### src/sv/ivm_pkg.sv
// Shared types, codes and defaults of the interval value map.
`timescale 1ns / 1ps
package ivm_pkg;

  localparam int DEF_CAPACITY = 64;
  localparam int DEF_KEY_BITS = 32;
  localparam logic [7:0] DEFAULT_RESET = 8'd65;

  localparam int ADDR_BITS = 3;
  localparam logic REG_DEFAULT_VALUE = 1'b0;

  localparam logic CMD_ASSIGN = 1'b0;
  localparam logic CMD_LOOKUP = 1'b1;

  localparam logic [1:0] ST_DONE  = 2'd0;
  localparam logic [1:0] ST_EMPTY = 2'd1;
  localparam logic [1:0] ST_FULL  = 2'd2;

  typedef enum logic [2:0] {
    S_IDLE,
    S_EVAL,
    S_DECIDE,
    S_DEL,
    S_INS_E,
    S_INS_B,
    S_FINISH
  } state_t;

  typedef struct packed {
    logic capture;
    logic eval;
    logic decide;
    logic del;
    logic ins_e;
    logic ins_b;
    logic load_out;
  } dp_cmd_t;

  typedef struct packed {
    logic is_lookup;
    logic empty;
    logic reject;
    logic region_nz;
    logic ins_b;
    logic ins_e;
  } dp_stat_t;

endpackage

### src/sv/ivm_ctrl.sv
// Sequencer of the interval value map.
`timescale 1ns / 1ps
module ivm_ctrl (
  input  logic             clk,
  input  logic             rst,
  input  logic             in_valid,
  output logic             in_ready,
  output logic             out_valid,
  input  logic             out_ready,
  input  ivm_pkg::dp_stat_t stat,
  output ivm_pkg::dp_cmd_t  cmd
);

  ivm_pkg::state_t state, state_next;
  logic out_free;

  assign out_free = !out_valid || out_ready;
  assign in_ready = (state == ivm_pkg::S_IDLE);

  always_ff @(posedge clk) begin
    if (rst) begin
      state     <= ivm_pkg::S_IDLE;
      out_valid <= 1'b0;
    end else begin
      state <= state_next;
      if (cmd.load_out) begin
        out_valid <= 1'b1;
      end else if (out_ready) begin
        out_valid <= 1'b0;
      end
    end
  end

  always_comb begin
    state_next = state;
    unique case (state)
      ivm_pkg::S_IDLE: begin
        if (in_valid) state_next = ivm_pkg::S_EVAL;
      end
      ivm_pkg::S_EVAL: begin
        if (stat.is_lookup || stat.empty) state_next = ivm_pkg::S_FINISH;
        else state_next = ivm_pkg::S_DECIDE;
      end
      ivm_pkg::S_DECIDE: state_next = ivm_pkg::S_DEL;
      ivm_pkg::S_DEL: begin
        priority if (stat.reject) state_next = ivm_pkg::S_FINISH;
        else if (stat.region_nz) state_next = ivm_pkg::S_DEL;
        else if (stat.ins_e) state_next = ivm_pkg::S_INS_E;
        else if (stat.ins_b) state_next = ivm_pkg::S_INS_B;
        else state_next = ivm_pkg::S_FINISH;
      end
      ivm_pkg::S_INS_E: begin
        if (stat.ins_b) state_next = ivm_pkg::S_INS_B;
        else state_next = ivm_pkg::S_FINISH;
      end
      ivm_pkg::S_INS_B: state_next = ivm_pkg::S_FINISH;
      ivm_pkg::S_FINISH: begin
        if (out_free) state_next = ivm_pkg::S_IDLE;
      end
      default: state_next = ivm_pkg::S_IDLE;
    endcase
  end

  always_comb begin
    cmd = '0;
    unique case (state)
      ivm_pkg::S_IDLE:   cmd.capture = in_valid;
      ivm_pkg::S_EVAL:   cmd.eval = 1'b1;
      ivm_pkg::S_DECIDE: cmd.decide = 1'b1;
      ivm_pkg::S_DEL:    cmd.del = !stat.reject && stat.region_nz;
      ivm_pkg::S_INS_E:  cmd.ins_e = 1'b1;
      ivm_pkg::S_INS_B:  cmd.ins_b = 1'b1;
      ivm_pkg::S_FINISH: cmd.load_out = out_free;
      default: cmd = '0;
    endcase
  end

endmodule

### config.mk
export PLATFORM = sky130hd
export DESIGN_NAME = ivm_ctrl
export DESIGN_NICKNAME = d
export VERILOG_FILES = /design/src/sv/ivm_pkg.sv /design/src/sv/ivm_ctrl.sv
export SDC_FILE = /design/constraint.sdc
export NUM_CORES = 1
export LEC_CHECK = 0
export BUFFER_PORTS_ARGS = -buffer_cell sky130_fd_sc_hd__buf_2
export CORE_AREA = 2 2 39 41
export DETAILED_ROUTE_END_ITERATION = 16
export DIE_AREA = 0 0 41 43
export GPL_TIMING_DRIVEN = 0
export PLACE_DENSITY_LB_ADDON = 0.08
export REMOVE_ABC_BUFFERS = 1
export SLEW_MARGIN = 10
export SYNTH_ARGS = -nofsm -noshare
export SYNTH_HDL_FRONTEND = slang
export SYNTH_SLANG_ARGS = --single-unit
### constraint.sdc
create_clock -name clk -period 1.75 [get_ports clk]
set_input_delay 0.0875 -clock clk [delete_from_list [all_inputs] [get_ports clk]]
set_output_delay 0.0875 -clock clk [all_outputs]
set_load 0.02 [all_outputs]
# Yosys cells after proc, flatten, opt, wreduce, memory -nomap -nowiden
# Cells that the tools add are included.
# classes
n_div,0
n_mul,0
n_shift,0
n_reduce_logical,8
n_mux,17
n_addsub,0
order_cmp,0
n_eq_ne,8
bitwise_logic,0
# ops
op,count
$pmux W3 S7,1
$mux W3,5
$eq A3 B3 Y1 const B,3
$mux W1,9
$eq A3 B2 Y1 const B,2
$mux W2,2
$ne A2 B2 Y1 const B,2
$eq A3 B1 Y1 const B,1
$logic_not A3 Y1,1
$logic_not A1 Y1,2
$logic_or A1 B1 Y1,2
$reduce_and A2 Y1,1
$reduce_bool A2 Y1,1
$logic_and A1 B1 Y1,1
# word_totals
rom_bits,0
latch_bits,0
wordCells,35
n_memories,0
mem_bits_rw,0
reg_bits,4
out_inout_bits,9
inputBits,10

# Longest topological paths before layout
# depth
depth_word,5
ltp_mapped,4
depth_no_buf,3

# Least setup slack after synthesis
# Ideal clock, no wire load.
# synth_path
path_kind,flip-flop to output port
start,register state[2]
end,output cmd[6] in the netlist's numbering
n_path_buf,1
stages_incl_launch_ff,4
t_required_ns,1.662
arrival_time_ns,1.340
setup_slack_ns,0.323
path_cell_list,dfxtp_1 clkbuf_1 nor3_1 and2_1
# synth_lines
item,line,text
"start, declared",ivm_ctrl.sv:14,"ivm_pkg::state_t state, state_next;"
"start signal, assigned",ivm_ctrl.sv:22,state <= ivm_pkg::S_IDLE;
"start signal, assigned",ivm_ctrl.sv:25,state <= state_next;
"end, declared",ivm_ctrl.sv:11,output ivm_pkg::dp_cmd_t cmd

# Worst setup path after layout
# layout_path
start,register state[1]
end,register state[2]
# layout_via
elab_chain_cells,3
word_cells_on_any_way,11
cone_classes,eq/ne: 8; mux: 1; reduce/logical: 2
# layout_rtl
item,line,text
$eq A3 B3 Y1 / $logic_not A3 Y1 (equally long branches),ivm_ctrl.sv:36,unique case (state)
$ne A2 B2 Y1 (no line),--,
$reduce_and A2 Y1 (no line),--,
# Several ways; a longest one is shown, not always the timed one.
# A chain may end at the register's enable or synchronous reset.

==> results by group <==
STA
  • Relative slew slack: a little over two thirds
  • Fmax: 714 MHz
  • Crit share post-route: about four fifths
  • Setup TNS: 0 ns
  • Max Slew Vio Count: 0
  • Fin Hold WS: ~0.074 ns
  • Final setup fails: 0
  • Final Hold Viols: 0
  • Post-layout min period: 1.40 ns
  • RSZ-0062 raised after global routing: false
  • Post-Route Skew: 0.00111 ns
  • Final worst slack: between 0.3 and 0.4 ns
  • Worst-Margin Slew: 0.447 ns

Clock network
  • CTS Root Cell: clkbuf_4
  • H-tree depth reported by CTS: 1
  • CTS tree: yes
  • CTS buffer count: 3
  • Post-cts sizing count: 0
  • Hold_buf cts: 0
  • Clk slew on worst S/H paths: 0.04 ns
  • Clk Latency, worst-skew pair: 0.23 ns
  • Clk buf depth: 2
  • Setup Buffers After CTS: 0
  • CTS sink count: 4

Global route
  • First-pass GRT wire length: 1240 um
  • Antenna violations before repair: 0
  • Final global-route overflow total: 0
  • Largest net degree at the start of global routing: 16
  • Gr usage total: about 10%
  • Vias in the first global route: 320

Floorplanning
  • Core area: ~1400 um2
  • IO Pins: 19
  • Die H: ~43 um
  • Die area: between 1500 and 2000 um2
  • Initial Util: around 22%
  • Die W: a little over 40 um
  • Cell Rows: 14

Route
  • Routed Antenna Nets: 0
  • 1st-pass router iterations: 2
  • Via-per-instance ratio: between 4 and 5
  • Drt total wl: 802 um
  • Total vias in the final route: 354
  • DRT iter0 DRCs: 1
  • WL per Instance: between 10 and 15 um
  • Remaining DRCs: 0

Critical path
  • Crit-path cells: nor3_1 > or3b_1 > a211oi_1
  • Data required, critical path: between 1.5 and 2 ns
  • CP arrival: 1.54 ns
  • Critical Path Start Type: flip-flop
  • Setup crit end kind: flip-flop
  • CP bufs+invs: 0
  • Slowest cell on crit path: dfxtp_1
  • Crit Path Max Fanout: 15
  • Max incr delay on CP: slightly below 0.6 ns
  • Worst path top cell family by delay: flip-flops
  • CP Class: flip-flop to flip-flop

Synthesis
  • Ys Warns: 0
  • Dominant cells by area after synthesis: dfxtp_1 26%, nor2b_1 8.1%, nor3b_1 7.3%, nand2b_1 6.0%, a21oi_1 4.8%
  • Synth cell types: 20
  • Avg Inst Size Synth: around 7.4 um2
  • Area leader, netlist: dfxtp_1
  • Cell count after synthesis: 42
  • Synthesized area: 310 um2
  • Post-synthesis sequential area ratio: 25.8%
  • Register bit count reported by yosys: 4
  • Share of the synthesized area in the top cell type: around 26%

Pwr
  • Combinational group share of total power: 37.7%
  • Net switching power: 0.163 mW
  • Sw Share: between 30% and 40%
  • P_int: approximately 0.25 mW
  • Seq pwr share: 35.8%
  • P per Cell Area: 972 nW/um2
  • Maximum VDD drop: 0.000204 V
  • Clock Power Share: 26.5%
  • Overall power: between 0.4 and 0.5 mW
  • Cell leakage power: approximately 0.19 nW

Status
  • Status: completed

Placement
  • Post-placement cell count: between 70 and 80
  • Area after DPL: 407 um2
  • Post-DP HPWL: around 580 um
  • Final GP Congestion: approximately 0.64
  • Port bufs: 18
  • Dpl ws: about 0.36 ns

Layout
  • Utilization after layout: 31.0%
  • Area growth syn-to-layout: 38.3%
  • Share of cells above drive strength 1: a little over a third
  • Ant. Diodes: 0
  • Final Net Count: 72
  • Fillcell total: between 150 and 200
  • Number of cells in the finished layout apart from fillers: 76
  • Post-Layout Inst Area: 429 um2

Worst hold path
  • Hold Path Class: primary input to flip-flop

Job
  • Max Cap Viol: 0
==> logic make-up after synthesis <==
family / Yosys count / share of synthesized area (%)
simple gates: 25 / 51.6
buf+inv: 4 / 5.64
flops: 4 / 25.8
compound gates: 9 / 16.9
==> Yosys cell counts <==
cell type,count
a21oi_1,3
nor4bb_1,1
dfxtp_1,4
inv_1,1
nor2b_1,4
nor3_1,3
nand4bb_1,1
o22ai_1,1
nand3b_1,2
o21ai_0,3
a211oi_1,1
nor3b_1,3
clkbuf_1,1
nand2b_1,3
or3b_1,1
nor4_1,1
nor2_1,4
a211o_1,1
and2_1,2
buf_2,2
==> per-layer routing <==
metal	part of all wire, %	vias up	wire (um)	global-route usage [%]
met2	45	11	364	15.9
met3	6.5	0	52	0
met4	0	0	0	8.00
li1	-	189	-	-
met5	0	-	0	0
met1	48	154	385	12.5
==> final cells by class <==
cell class	count	area, um2	share of cell area, %
Clock buffer	3	22.5	5.25
Inverter	1	3.75	0.875
Multi-Input combinational cell	34	213	49.6
Sequential cell	4	80.1	18.7
Timing Repair Buffer	18	90.1	21.0
Tap cell	16	20.0	4.66
==> registers in the layout (all words and copies together) (netlist names) <==
signal and flops:
state 3, out_valid 1
==> power by group through the flow <==
stage | clock (mW) | combinational (mW) | sequential, mW
after floorplan | 0 | 0.110 | 0.137
after global placement | 0 | 0.159 | 0.151
after detailed placement | 0 | 0.158 | 0.151
after CTS | 0.116 | 0.159 | 0.150
after global routing | 0.119 | 0.175 | 0.157
final | 0.110 | 0.157 | 0.149
==> layout by cell type, fill, tap and decap left out <==
cell type,Yosys,layout
buf_2,2,18
nor3_1,3,3
clkbuf_4,0,3
a211oi_1,1,1
a211o_1,1,1
nand2b_1,3,3
nor2b_1,4,4
nand3b_1,2,2
dfxtp_1,4,4
nor4bb_1,1,1
nor2_1,4,4
nor3b_1,3,3
a21oi_1,3,3
and2_1,2,2
nand4bb_1,1,1
o22ai_1,1,1
nor4_1,1,1
o21ai_0,3,3
inv_1,1,1
or3b_1,1,1
==> path summary, 6_finish.rpt <==
kind | start | to | slack, ns | cells after the start
setup reg to reg | state[1] | state[2] | 0.35 | 3
hold / removal | rst | out_valid | 0.07 | 2
hold reg to reg | out_valid | out_valid | 0.51 | 2
setup / recovery | state[1] | state[2] | 0.35 | 3
No activity file was read; power rests on OpenSTA's default activity.
